### config.mk
export PLATFORM = sky130hd
export DESIGN_NAME = redundant_source_failover_selector_core
export DESIGN_NICKNAME = d
export VERILOG_FILES = /design/src/hw/rtl/fss_pkg.sv /design/src/hw/rtl/redundant_source_failover_selector_core.sv /design/src/hw/rtl/fss_cfg.sv /design/src/hw/rtl/fss_engine.sv
export SDC_FILE = /design/constraint.sdc
export NUM_CORES = 1
export LEC_CHECK = 0
export ABC_AREA = 0
export BUFFER_PORTS_ARGS = -buffer_cell sky130_fd_sc_hd__buf_4
export CORE_MARGIN = 3
export CORE_UTILIZATION = 55
export CTS_BUF_LIST = sky130_fd_sc_hd__clkbuf_4 sky130_fd_sc_hd__clkbuf_8 sky130_fd_sc_hd__clkbuf_16
export DETAILED_ROUTE_END_ITERATION = 12
export GPL_TIMING_DRIVEN = 0
export PLACE_DENSITY_LB_ADDON = 0.1
export SYNTH_ARGS = -nofsm -noshare
export SYNTH_HDL_FRONTEND = slang
export SYNTH_HIERARCHICAL = 1
export SYNTH_SLANG_ARGS = --single-unit
### constraint.sdc
create_clock -name i_clk -period 9.5 [get_ports i_clk]
set_input_delay 0.475 -clock i_clk [delete_from_list [all_inputs] [get_ports i_clk]]
set_output_delay 0.475 -clock i_clk [all_outputs]
set_load 0.005 [all_outputs]
### src/hw/rtl/fss_pkg.sv
// Shared types and constants of the failover selector.
// No dependencies.
`default_nettype none

package fss_pkg;

    localparam int REG_W     = 20;
    localparam int PAYLOAD_W = 64;
    localparam int FLAGS_W   = 4;
    localparam int MODE_W    = 3;
    localparam int APB_ADDR_W = 4;
    localparam int APB_DATA_W = 32;

    localparam logic [MODE_W-1:0] MODE_INIT     = 3'd0;
    localparam logic [MODE_W-1:0] MODE_BOTH     = 3'd1;
    localparam logic [MODE_W-1:0] MODE_RECOVER  = 3'd2;
    localparam logic [MODE_W-1:0] MODE_MAIN_BAD = 3'd3;
    localparam logic [MODE_W-1:0] MODE_SEC_BAD  = 3'd4;
    localparam logic [MODE_W-1:0] MODE_FAULT    = 3'd5;

    localparam logic [1:0] REG_IDX_TIMEOUT = 2'd0;
    localparam logic [1:0] REG_IDX_HYST    = 2'd1;
    localparam logic [1:0] REG_IDX_INIT    = 2'd2;

    localparam logic [REG_W-1:0] TIMEOUT_RST = 20'd100;
    localparam logic [REG_W-1:0] HYST_RST    = 20'd100;
    localparam logic [REG_W-1:0] INIT_RST    = 20'd1000;

    localparam logic [FLAGS_W-1:0] FLAGS_ALL = 4'hF;

    typedef struct packed {
        logic                 main_new;
        logic [FLAGS_W-1:0]   main_flags;
        logic [PAYLOAD_W-1:0] main_payload;
        logic                 secondary_new;
        logic [FLAGS_W-1:0]   secondary_flags;
        logic [PAYLOAD_W-1:0] secondary_payload;
    } t_item;

    typedef struct packed {
        logic                 forward_valid;
        logic [PAYLOAD_W-1:0] forward_payload;
        logic                 from_secondary;
        logic [MODE_W-1:0]    mode;
        logic                 fault;
    } t_result;

    typedef struct packed {
        logic [REG_W-1:0] source_timeout;
        logic [REG_W-1:0] recovery_hyst;
        logic [REG_W-1:0] init_window;
        logic             init_load;
    } t_cfg;

endpackage

`default_nettype wire

### src/hw/rtl/redundant_source_failover_selector_core.sv
// Top level of the failover selector: stream ports, input and result registers.
// Depends on fss_pkg, fss_cfg and fss_engine.
//
// Usage: each transfer on the s_ channel is one update tick carrying an
// optional main and secondary sample. Every tick yields exactly one result on
// the m_ channel: the selected sample (if any), the failover mode and the
// sticky fault flag. The user must write registers over the APB port only
// while idle; the block does not enforce it. A tick passes the input register,
// then the result register. Throughput: one tick per cycle while m_tready is
// high; the failover state update is one pass of logic between the registers.
// Backpressure: while m_tready is low, the result register holds and one more
// tick waits in the input register; s_tready drops only when both are full.
// Reset: synchronous active-low; both registers empty, mode init, watchdogs
// expired, init window reloaded from its register's reset value.
// Once fault is reached, every later tick returns mode fault with no
// forward until reset.
`default_nettype none

module redundant_source_failover_selector_core
    import fss_pkg::*;
#(
    parameter int TICK_COUNT_BITS = 20
) (
    input  wire logic                  i_clk,
    input  wire logic                  i_rst_n,
    input  wire logic                  s_tvalid,
    output logic                       s_tready,
    // main_new, main_flags[4], main_payload[64], secondary_new,
    // secondary_flags[4], secondary_payload[64], zero fill
    input  wire logic [143:0]          s_tdata,
    output logic                       m_tvalid,
    input  wire logic                  m_tready,
    // forward_valid, forward_payload[64], mode[3], fault, zero fill
    output logic      [71:0]           m_tdata,
    // from_secondary
    output logic                       m_tuser,
    input  wire logic                  psel,
    input  wire logic                  penable,
    input  wire logic                  pwrite,
    input  wire logic [APB_ADDR_W-1:0] paddr,
    input  wire logic [APB_DATA_W-1:0] pwdata,
    output logic      [APB_DATA_W-1:0] prdata,
    output logic                       pready
);

    t_cfg    cfg;
    t_item   in_item;
    t_item   r_in_item;
    logic    r_in_valid;
    t_result result;
    t_result r_out;
    logic    r_out_valid;
    logic    advance;

    fss_cfg u_cfg (
        .i_clk   (i_clk),
        .i_rst_n (i_rst_n),
        .psel    (psel),
        .penable (penable),
        .pwrite  (pwrite),
        .paddr   (paddr),
        .pwdata  (pwdata),
        .prdata  (prdata),
        .pready  (pready),
        .o_cfg   (cfg)
    );

    fss_engine #(
        .TICK_COUNT_BITS (TICK_COUNT_BITS)
    ) u_engine (
        .i_clk     (i_clk),
        .i_rst_n   (i_rst_n),
        .i_cfg     (cfg),
        .i_advance (advance),
        .i_item    (r_in_item),
        .o_result  (result)
    );

    always_comb begin
        in_item.main_new          = s_tdata[0];
        in_item.main_flags        = s_tdata[4:1];
        in_item.main_payload      = s_tdata[68:5];
        in_item.secondary_new     = s_tdata[69];
        in_item.secondary_flags   = s_tdata[73:70];
        in_item.secondary_payload = s_tdata[137:74];
    end

    assign advance  = r_in_valid && (!r_out_valid || m_tready);
    assign s_tready = !r_in_valid || advance;

    always_ff @(posedge i_clk) begin
        if (!i_rst_n) begin
            r_in_valid <= 1'b0;
        end else if (s_tvalid && s_tready) begin
            r_in_valid <= 1'b1;
        end else if (advance) begin
            r_in_valid <= 1'b0;
        end
    end

    always_ff @(posedge i_clk) begin
        if (s_tvalid && s_tready) begin
            r_in_item <= in_item;
        end
    end

    always_ff @(posedge i_clk) begin
        if (!i_rst_n) begin
            r_out_valid <= 1'b0;
        end else if (advance) begin
            r_out_valid <= 1'b1;
        end else if (m_tready) begin
            r_out_valid <= 1'b0;
        end
    end

    always_ff @(posedge i_clk) begin
        if (advance) begin
            r_out <= result;
        end
    end

    assign m_tvalid = r_out_valid;
    assign m_tdata  = {3'b000, r_out.fault, r_out.mode, r_out.forward_payload,
                       r_out.forward_valid};
    assign m_tuser  = r_out.from_secondary;

`ifndef SYNTHESIS
    a_fault_in_mode: assert property (@(posedge i_clk) disable iff (!i_rst_n)
        (r_out_valid && r_out.fault) |-> (r_out.mode == MODE_FAULT))
        else $error("fault result without fault mode");

    a_idle_payload: assert property (@(posedge i_clk) disable iff (!i_rst_n)
        (r_out_valid && !r_out.forward_valid) |-> (r_out.forward_payload == '0))
        else $error("payload set without forward");

    a_sec_forward: assert property (@(posedge i_clk) disable iff (!i_rst_n)
        (r_out_valid && r_out.from_secondary) |-> r_out.forward_valid)
        else $error("secondary flag without forward");
`endif

endmodule

`default_nettype wire

### src/hw/rtl/fss_cfg.sv
// APB register file: source timeout, recovery hysteresis, init window.
// Depends on fss_pkg.
`default_nettype none

module fss_cfg
    import fss_pkg::*;
(
    input  wire logic                  i_clk,
    input  wire logic                  i_rst_n,
    input  wire logic                  psel,
    input  wire logic                  penable,
    input  wire logic                  pwrite,
    input  wire logic [APB_ADDR_W-1:0] paddr,
    input  wire logic [APB_DATA_W-1:0] pwdata,
    output logic      [APB_DATA_W-1:0] prdata,
    output logic                       pready,
    output t_cfg                       o_cfg
);

    logic [REG_W-1:0] r_timeout;
    logic [REG_W-1:0] r_hyst;
    logic [REG_W-1:0] r_init;
    logic             r_init_load;
    logic             wr_en;
    logic [1:0]       idx;

    assign pready = 1'b1;
    assign wr_en  = psel && penable && pwrite;
    assign idx    = paddr[3:2];

    always_ff @(posedge i_clk) begin
        if (!i_rst_n) begin
            r_timeout   <= TIMEOUT_RST;
            r_hyst      <= HYST_RST;
            r_init      <= INIT_RST;
            r_init_load <= 1'b0;
        end else begin
            r_init_load <= 1'b0;
            if (wr_en) begin
                case (idx)
                    REG_IDX_TIMEOUT: r_timeout <= pwdata[REG_W-1:0];
                    REG_IDX_HYST:    r_hyst    <= pwdata[REG_W-1:0];
                    REG_IDX_INIT: begin
                        r_init      <= pwdata[REG_W-1:0];
                        r_init_load <= 1'b1;
                    end
                    default: ;
                endcase
            end
        end
    end

    always_comb begin
        case (idx)
            REG_IDX_TIMEOUT: prdata = APB_DATA_W'(r_timeout);
            REG_IDX_HYST:    prdata = APB_DATA_W'(r_hyst);
            REG_IDX_INIT:    prdata = APB_DATA_W'(r_init);
            default:         prdata = '0;
        endcase
    end

    assign o_cfg.source_timeout = r_timeout;
    assign o_cfg.recovery_hyst  = r_hyst;
    assign o_cfg.init_window    = r_init;
    assign o_cfg.init_load      = r_init_load;

endmodule

`default_nettype wire

### src/hw/rtl/fss_engine.sv
// Failover state machine, source watchdogs, hysteresis and init window counters.
// Depends on fss_pkg.
`default_nettype none

module fss_engine
    import fss_pkg::*;
#(
    parameter int TICK_COUNT_BITS = 20
) (
    input  wire logic  i_clk,
    input  wire logic  i_rst_n,
    input  wire t_cfg  i_cfg,
    input  wire logic  i_advance,
    input  wire t_item i_item,
    output t_result    o_result
);

    localparam int TCB   = TICK_COUNT_BITS;
    localparam int SAT_W = (TCB > REG_W) ? TCB : REG_W;
    localparam logic [SAT_W-1:0] CNT_MAX = SAT_W'({TCB{1'b1}});

    function automatic logic [TCB-1:0] f_sat(input logic [REG_W-1:0] v);
        logic [SAT_W-1:0] w;
        w = SAT_W'(v);
        if (w > CNT_MAX) begin
            f_sat = '1;
        end else begin
            f_sat = w[TCB-1:0];
        end
    endfunction

    function automatic logic [TCB-1:0] f_dec(input logic [TCB-1:0] v);
        f_dec = (v != '0) ? v - TCB'(1) : v;
    endfunction

    logic [MODE_W-1:0] r_mode, n_mode;
    logic [TCB-1:0]    r_main_rem, n_main_rem;
    logic [TCB-1:0]    r_sec_rem, n_sec_rem;
    logic [TCB:0]      r_hyst_rem, n_hyst_rem;
    logic              r_hyst_armed, n_hyst_armed;
    logic [TCB-1:0]    r_init_rem, n_init_rem;
    logic              r_fault, n_fault;

    logic              main_ok, sec_ok, in_init, mv, sv, halted;
    logic [TCB-1:0]    main_cnt, sec_cnt;
    logic [TCB:0]      hyst_cnt;
    logic              armed;
    logic [MODE_W-1:0] nxt;

    always_comb begin
        halted  = r_fault || (r_mode == MODE_FAULT);
        main_ok = i_item.main_new && (i_item.main_flags == FLAGS_ALL);
        sec_ok  = i_item.secondary_new && (i_item.secondary_flags == FLAGS_ALL);
        main_cnt = main_ok ? f_sat(i_cfg.source_timeout) : r_main_rem;
        sec_cnt  = sec_ok ? f_sat(i_cfg.source_timeout) : r_sec_rem;
        mv = (main_cnt != '0);
        sv = (sec_cnt != '0);

        hyst_cnt = r_hyst_rem;
        armed    = r_hyst_armed;
        if (r_mode == MODE_RECOVER) begin
            if (!r_hyst_armed) begin
                hyst_cnt = {1'b0, f_sat(i_cfg.recovery_hyst)} + (TCB+1)'(1);
                armed    = 1'b1;
            end
        end else if (r_mode == MODE_BOTH || r_mode == MODE_MAIN_BAD ||
                     r_mode == MODE_SEC_BAD) begin
            hyst_cnt = '0;
            armed    = 1'b0;
        end

        in_init = (r_mode == MODE_INIT) && (r_init_rem != '0);

        if (!in_init && !mv && !sv) begin
            nxt = MODE_FAULT;
        end else begin
            case (r_mode)
                MODE_INIT: begin
                    if (in_init)  nxt = (mv && sv) ? MODE_BOTH : MODE_INIT;
                    else if (!mv) nxt = MODE_MAIN_BAD;
                    else if (!sv) nxt = MODE_SEC_BAD;
                    else          nxt = MODE_BOTH;
                end
                MODE_BOTH: begin
                    if (!mv)      nxt = MODE_MAIN_BAD;
                    else if (!sv) nxt = MODE_SEC_BAD;
                    else          nxt = MODE_BOTH;
                end
                MODE_RECOVER: begin
                    if (!mv)                  nxt = MODE_MAIN_BAD;
                    else if (!sv)             nxt = MODE_SEC_BAD;
                    else if (hyst_cnt == '0)  nxt = MODE_BOTH;
                    else                      nxt = MODE_RECOVER;
                end
                MODE_MAIN_BAD: nxt = mv ? MODE_RECOVER : MODE_MAIN_BAD;
                MODE_SEC_BAD:  nxt = sv ? MODE_BOTH : MODE_SEC_BAD;
                MODE_FAULT:    nxt = MODE_FAULT;
                default:       nxt = r_mode;
            endcase
        end

        o_result.forward_valid   = 1'b0;
        o_result.forward_payload = '0;
        o_result.from_secondary  = 1'b0;
        if ((nxt == MODE_BOTH || nxt == MODE_SEC_BAD) && main_ok) begin
            o_result.forward_valid   = 1'b1;
            o_result.forward_payload = i_item.main_payload;
        end else if ((nxt == MODE_MAIN_BAD || nxt == MODE_RECOVER) && sec_ok) begin
            o_result.forward_valid   = 1'b1;
            o_result.forward_payload = i_item.secondary_payload;
            o_result.from_secondary  = 1'b1;
        end
        o_result.mode  = nxt;
        o_result.fault = (nxt == MODE_FAULT);

        n_mode       = nxt;
        n_fault      = (nxt == MODE_FAULT);
        n_main_rem   = f_dec(main_cnt);
        n_sec_rem    = f_dec(sec_cnt);
        n_hyst_rem   = (hyst_cnt != '0) ? hyst_cnt - (TCB+1)'(1) : hyst_cnt;
        n_hyst_armed = armed;
        n_init_rem   = f_dec(r_init_rem);

        // latched fault: item is swallowed, counters hold
        if (halted) begin
            o_result       = '0;
            o_result.mode  = MODE_FAULT;
            o_result.fault = 1'b1;
            n_mode       = MODE_FAULT;
            n_fault      = 1'b1;
            n_main_rem   = r_main_rem;
            n_sec_rem    = r_sec_rem;
            n_hyst_rem   = r_hyst_rem;
            n_hyst_armed = r_hyst_armed;
            n_init_rem   = r_init_rem;
        end
    end

    always_ff @(posedge i_clk) begin
        if (!i_rst_n) begin
            r_mode       <= MODE_INIT;
            r_main_rem   <= '0;
            r_sec_rem    <= '0;
            r_hyst_rem   <= '0;
            r_hyst_armed <= 1'b0;
            r_init_rem   <= f_sat(INIT_RST);
            r_fault      <= 1'b0;
        end else if (i_cfg.init_load) begin
            r_init_rem <= f_sat(i_cfg.init_window);
        end else if (i_advance) begin
            r_mode       <= n_mode;
            r_main_rem   <= n_main_rem;
            r_sec_rem    <= n_sec_rem;
            r_hyst_rem   <= n_hyst_rem;
            r_hyst_armed <= n_hyst_armed;
            r_init_rem   <= n_init_rem;
            r_fault      <= n_fault;
        end
    end

`ifndef SYNTHESIS
    a_fault_sticky: assert property (@(posedge i_clk) disable iff (!i_rst_n)
        r_fault |=> r_fault)
        else $error("fault flag dropped");

    a_fault_mode: assert property (@(posedge i_clk) disable iff (!i_rst_n)
        r_fault |-> (r_mode == MODE_FAULT))
        else $error("fault latched outside fault mode");

    a_init_unarmed: assert property (@(posedge i_clk) disable iff (!i_rst_n)
        (r_mode == MODE_INIT) |-> !r_hyst_armed)
        else $error("hysteresis armed during init");
`endif

endmodule

`default_nettype wire

# Word level (Yosys, flattened, before mapping)
# Cells that the tools add are included.
word_totals:
  reg_bits: 357
  mem_count: 0
  wordCells: 133
  inputBits: 187
  latchBits: 0
  mem_bits_ro: 0
  mem_bits_rw: 0
  out_inout_bits: 108
op_classes:
  n_lt_le_gt_ge: 3
  n_reduce_logical: 45
  add_sub_neg: 5
  n_bitwise: 2
  multipliers: 0
  shift: 0
  mux: 39
  n_div: 0
  n_eq_ne: 15
ops:
  columns: ["cell", "count"]
  rows:
  - ["20-bit two-way mux", 13]
  - ["21-bit two-way mux", 4]
  - ["66-bit two-way mux", 1]
  - ["65-bit two-way mux", 1]
  - ["20-bit greater-than comparator, second input constant", 3]
  - ["20-bit one-hot mux with 3 select lines", 1]
  - ["20-bit nonzero test", 3]
  - ["20-bit by 1-bit subtractor with 20-bit output, second input constant", 3]
  - ["20-bit by 1-bit adder with 21-bit output, second input constant", 1]
  - ["21-bit zero test", 1]
  - ["3-bit two-way mux", 7]
  - ["21-bit nonzero test", 1]
  - ["21-bit by 1-bit subtractor with 21-bit output, second input constant", 1]
  - ["3-bit one-hot mux with 6 select lines", 1]
  - ["3-bit by 2-bit equality test with 1-bit output, second input constant", 4]
  - ["3-bit equality test, second input constant", 4]
  - ["1-bit logical AND", 12]
  - ["1-bit two-way mux", 10]
  - ["2-bit AND reduction", 5]
  - ["2-bit nonzero test", 5]
  - ["4-bit equality test, second input constant", 2]
  - ["1-bit logical OR", 7]
  - ["3-bit by 1-bit equality test with 1-bit output, second input constant", 2]
  - ["3-bit AND reduction", 2]
  - ["10 further kinds", 15]

# Longest topological paths before layout
logic_depth:
  ltp_word: 18
  depth_mapped: 16
  ltp_nobuf: 11

# Cells and area by module
# Netlist, hierarchy kept.
by_module_without_submodules:
  columns: ["module", "seq_area_each_um2", "cells_each", "area_each_um2", "n_inst"]
  rows:
  - ["fss_engine", 1721.7, 1064, 7668.6, 1]
  - ["redundant_source_failover_selector_core", 6286.0, 221, 6376.1, 1]
  - ["fss_cfg", 1221.2, 315, 2832.7, 1]

# Worst setup path before layout
# No wires, ideal clock.
synth_timing:
  path_type: "input to register"
  startpoint: "input port m_tready"
  endpoint: "register r_in_item[0] (netlist name), enable pin"
  arrival_ns: 7.178
  path_buffers: 0
  setup_slack_ns: 1.640
  setup_ns: 0.681
  required_time_ns: 8.819
  stages: 2
  cell_sequence: "nor2b_4 a21oi_1"
synth_via:
  elab_chain_cells: 4
synth_rtl:
  columns: ["item", "line_no", "source"]
  rows:
  - ["from (decl)", "redundant_source_failover_selector_core.sv:32", "input wire logic m_tready,"]
  - ["1-bit logical OR", "redundant_source_failover_selector_core.sv:88", "assign advance = r_in_valid && (!r_out_valid || m_tready);"]
  - ["1-bit logical AND", "redundant_source_failover_selector_core.sv:88", null]
  - ["1-bit logical OR", "redundant_source_failover_selector_core.sv:89", "assign s_tready = !r_in_valid || advance;"]
  - ["1-bit logical AND", "redundant_source_failover_selector_core.sv:102", "if (s_tvalid && s_tready) begin"]
  - ["to (signal assigned)", "redundant_source_failover_selector_core.sv:103", "r_in_item <= in_item;"]
  - ["to (decl)", "redundant_source_failover_selector_core.sv:48", "t_item r_in_item;"]
# No other way between the ends.
# A chain may end at the register's enable or synchronous reset.

# Worst setup path in the final report
layout_timing:
  startpoint: "register r_in_item[136] (netlist name)"
  endpoint: "register r_out, in the netlist m_tdata[20], data pin"
layout_via:
  elab_chain_cells: 14
  word_cells_on_any_way: 25
  cone_classes: "eq/ne: 5; mux: 10; reduce/logical: 10"
layout_rtl:
  columns: ["item", "line_no", "source"]
  rows:
  - ["4-bit equality test *", "fss_engine.sv:52", "main_ok = i_item.main_new && (i_item.main_flags == FLAGS_ALL);"]
  - ["1-bit logical AND *", "fss_engine.sv:52", null]
  - ["20-bit two-way mux", "fss_engine.sv:54", "main_cnt = main_ok ? f_sat(i_cfg.source_timeout) : r_main_rem;"]
  - ["20-bit nonzero test", "fss_engine.sv:56", "mv = (main_cnt != '0);"]
  - ["1-bit logical AND", "fss_engine.sv:79", "if (in_init) nxt = (mv && sv) ? MODE_BOTH : MODE_INIT;"]
  - ["1-bit two-way mux", "fss_engine.sv:79", null]
  - ["3-bit two-way mux", "fss_engine.sv:79", null]
  - ["3-bit one-hot mux with 6 select lines", "fss_engine.sv:77", "case (r_mode)"]
  - ["3-bit two-way mux", "fss_engine.sv:74", "if (!in_init && !mv && !sv) begin"]
  - ["3-bit by 2-bit equality test with 1-bit output", "fss_engine.sv:108", "end else if ((nxt == MODE_MAIN_BAD || nxt == MODE_RECOVER) && sec_ok) begin"]
  - ["1-bit logical OR", "fss_engine.sv:108", null]
  - ["1-bit logical AND", "fss_engine.sv:108", null]
  - ["66-bit two-way mux", "fss_engine.sv:108", null]
  - ["65-bit two-way mux *", "fss_engine.sv:105", "if ((nxt == MODE_BOTH || nxt == MODE_SEC_BAD) && main_ok) begin"]
  - ["to (signal assigned)", "redundant_source_failover_selector_core.sv:119", "r_out <= result;"]
  - ["to (decl)", "redundant_source_failover_selector_core.sv:51", "t_result r_out;"]
# Mark *: on every way between the ends. The rest lies on a longest branch, timed or not.

==> key figures <==
Status
  – Status: completed

Setup path
  – R2R depth: 15
  – Worst Setup SP: r_in_item[136]
  – Worst Setup Start Kind: flop
  – CP Capture Type: flop
  – Setup crit end: m_tdata[20]
  – Setup CP Type: reg2reg
  – R2R setup slack: 4.27 ns
  – CP arrival: 5.61 ns
  – Reg2reg start: r_in_item[136]
  – Worst flop-to-flop path endpoint: m_tdata[20]
  – Req. time, crit path: 9.88 ns
  – Critical Path Fanout Max: 10

Drt
  – Total Wirelength: 52.54 mm
  – DR WL/cell: 22.48 um
  – Drt pass-1 iters: 7
  – Vias: 14560
  – Vias/cell: 6.228
  – DRC errors left: 0
  – Routed Antenna Nets: 0
  – DRT iter0 DRCs: 1409

Global route
  – Routing usage on met2: 0.5000
  – First-pass GRT wire length: 79.62 mm
  – Global Route Usage Sum: 0.3053
  – Met1 Track Usage GR: 0.3969
  – Vias in the first global route: 14040
  – GRT overflow: 0
  – Largest net degree at the start of global routing: 32
  – Most used routing layer: met2
  – Initial antenna violation count: 0
  – Met3 usage: 0.05355

CTS
  – Clock Path Buffers: 3
  – CTS Buf Count: 39
  – Root Buffer: clkbuf_16
  – # resized after CTS: 0
  – Worst skew pair latency: 0.53 ns
  – Setup bufs post-CTS: 0
  – CTS tree: done
  – Sink Count: 357
  – Worst-path clk slew: 0.06 ns
  – H-tree depth: 2
  – Hold_buf cts: 0

Synth
  – Async set or reset register ratio after synthesis: 0
  – #FFs+latches synth: 357
  – Synthesis warning total: 6
  – Synth Area per Inst: 10.55 um2
  – Synth cell types: 87
  – Post-synth EDFFs: 208
  – Primary FF master, synth: edfxtp_1
  – Post-Syn Instances: 1600
  – Sequential element share of the synthesized area: 0.5468
  – Netlist Area Pre-Place: 0.01688 mm2

Placed design
  – PortBufs: 257
  – Gp weighted congestion: 0.9622
  – Dpl hpwl: 37.16 mm
  – Placed cell areas: 0.01951 mm2

Pwr
  – Leakage: 0.007968 uW
  – Worst VDD drop: 0.1396 mV
  – Pwr Density: 250.9 mW/mm2

STA
  – Slew Limit Fails: 0
  – RSZ-0062 raised after global routing: no
  – Worst slew margin: 0.1403
  – Fmax achieved: 0.1913 GHz
  – Final Hold Vio Count: 0
  – Layout Skew: 0.01501 ns
  – Worst Tran Pin Value: 1.272 ns
  – Fin crit period: 5.227 ns
  – Tcrit/Tclk final: 0.5503
  – Setup-failing EPs final: 0

Cells and area
  – Nets: 2110
  – Cell area after layout: 0.02079 mm2
  – Util after Layout: 0.6942
  – Synthesis-to-finish area growth: 23.20%
  – Layout cells sized above 1: 0.2153

Floorplanning
  – Count of boundary I/O pins: 295
  – Core Box Area: 0.02995 mm2
  – Effective utilization at floorplan: 0.5635
  – DIE WIDTH: 181.2 um
  – Die ar.: 0.03282 mm2
  – Die height: 181.2 um
  – FP Rows: 63

Worst hold path
  – Worst hold path class: in2reg

Job
  – Max-cap violations: 0
[worst max-delay path, cell delays in order (launching register included)]
cell and delay (ns):
edfxtp_1 0.32, and3_1 0.18, and3_1 0.15, clkbuf_1 0.33, buf_1 0.50, clkbuf_1 0.54
mux2i_1 0.35, ha_1 0.35, o2111ai_1 0.51, a31oi_1 0.35, nand4_1 0.12, a41o_1 0.26
xnor2_1 0.25, buf_2 0.32, buf_2 0.31, a32o_1 0.23
[cells in the mapped netlist, types with 25 or more instances]
cell type / n / area, um2
edfxtp_1: 208 / 6246
nor3_1: 37 / 185.2
o21ai_0: 100 / 500.5
clkbuf_1: 74 / 277.8
nor2_1: 108 / 405.4
xnor2_1: 25 / 219.0
nor4_1: 25 / 156.4
a21oi_1: 76 / 380.4
dfxtp_1: 149 / 2983
nand3_1: 51 / 255.2
inv_1: 25 / 93.84
nand2_1: 202 / 758.2
a32o_1: 64 / 640.6
mux2i_1: 105 / 1051
[cell families after synthesis]
logic type	synth area share
other	0.0006672
buffers and inverters	0.04559
adder cells (fa/ha/maj)	0.003707
flip-flops	0.5468
AO/OA/AOI/OAI	0.1660
XOR/XNOR	0.02180
multiplexers	0.06361
AND/OR/NAND/NOR	0.1518
[where the power goes]
part           internal, uW  switching, uW  total (uW)
clock network           896            594        1490
registers              1790            109        1900
logic                   677           1150        1830
total                  3360           1860        5220
[worst min-delay path by stage]
stage | startpoint | to | slack [ns] | cells past startpoint
final | s_tdata[108] | r_in_item[34] | 0.12 | 1
after CTS | s_tdata[114] | r_in_item[40] | 0.10 | 1
after global routing | s_tdata[26] | r_in_item[90] | 0.10 | 1
after global placement | u_engine/r_hyst_rem[19] | u_engine/r_hyst_rem[19] | 0.44 | 2
after detailed placement | u_engine/r_hyst_rem[7] | u_engine/r_hyst_rem[7] | 0.45 | 2
after floorplan | u_engine/r_sec_rem[1] | u_engine/r_sec_rem[1] | 0.43 | 2
[flip-flops by register name, summed over array words and instances, names as in the netlist]
signal                 count
u_cfg/r_timeout           20
u_engine/r_fault           1
u_cfg/r_init              20
u_engine/r_hyst_rem       21
u_engine/r_sec_rem        20
u_engine/r_init_rem       20
r_in_valid                 1
u_cfg/r_init_load          1
u_cfg/r_hyst              20
m_tuser                    1
u_engine/r_main_rem       20
m_tvalid                   1
m_tdata                   69
u_engine/r_hyst_armed      1
r_in_item                138
u_engine/r_mode            3
[stage by stage]
step           setup TNS (ns)  std cells  setup WS (ns)  hold slack, ns  total power, uW
2_1_floorplan               0       1613          1.640          0.4312             3191
3_3_place_gp          -150.68       2260         -1.111          0.4395             3645
3_5_place_dp                0       2267          4.546          0.4502             3674
4_1_cts                     0       2336          4.462          0.1038             5171
5_1_grt                     0       2336          4.168          0.1020             5467
6_report                    0       2337          4.273          0.1200             5217
[layout by cell type (no fill, tap or decap), types with 14 or more instances in the layout]
cell | synthesis | routed
buf_4 | 19 | 276
conb_1 | 3 | 16
xnor2_1 | 25 | 25
xor2_1 | 17 | 17
o211ai_1 | 19 | 19
dfxtp_1 | 149 | 149
o21ai_0 | 100 | 100
nor2_1 | 108 | 108
buf_2 | 23 | 23
inv_1 | 25 | 25
nand4_1 | 16 | 16
clkbuf_1 | 74 | 74
nor2b_1 | 15 | 14
edfxtp_1 | 208 | 208
nor3_1 | 37 | 37
a21oi_1 | 76 | 75
clkbuf_4 | 0 | 15
nand3_1 | 51 | 51
nand2_1 | 202 | 202
a22oi_1 | 14 | 14
nor4_1 | 25 | 25
a31oi_1 | 21 | 21
clkbuf_16 | 0 | 40
a32o_1 | 64 | 64
mux2i_1 | 105 | 105
[area by class of cell]
| class | instances | area (um2) |
|---|---|---|
| inverters | 26 | 97.59 |
| fillers | 2299 | 9161 |
| repair buffers | 264 | 2077 |
| well taps | 390 | 488.0 |
| multi-input cells | 1098 | 6947 |
| diodes | 1 | 2.502 |
| clock buffers | 61 | 1196 |
| plain buffers | 132 | 671.9 |
| flip-flops and latches | 357 | 9229 |
| clock inverters | 8 | 83.83 |
[per-layer routing]
metal,vias to the layer above,routed length [um]
met2,802,24620
met3,158,4759
met5,-,0
li1,6652,-
met4,0,2623
met1,6943,20540
Power figures use the tool's default switching activity.
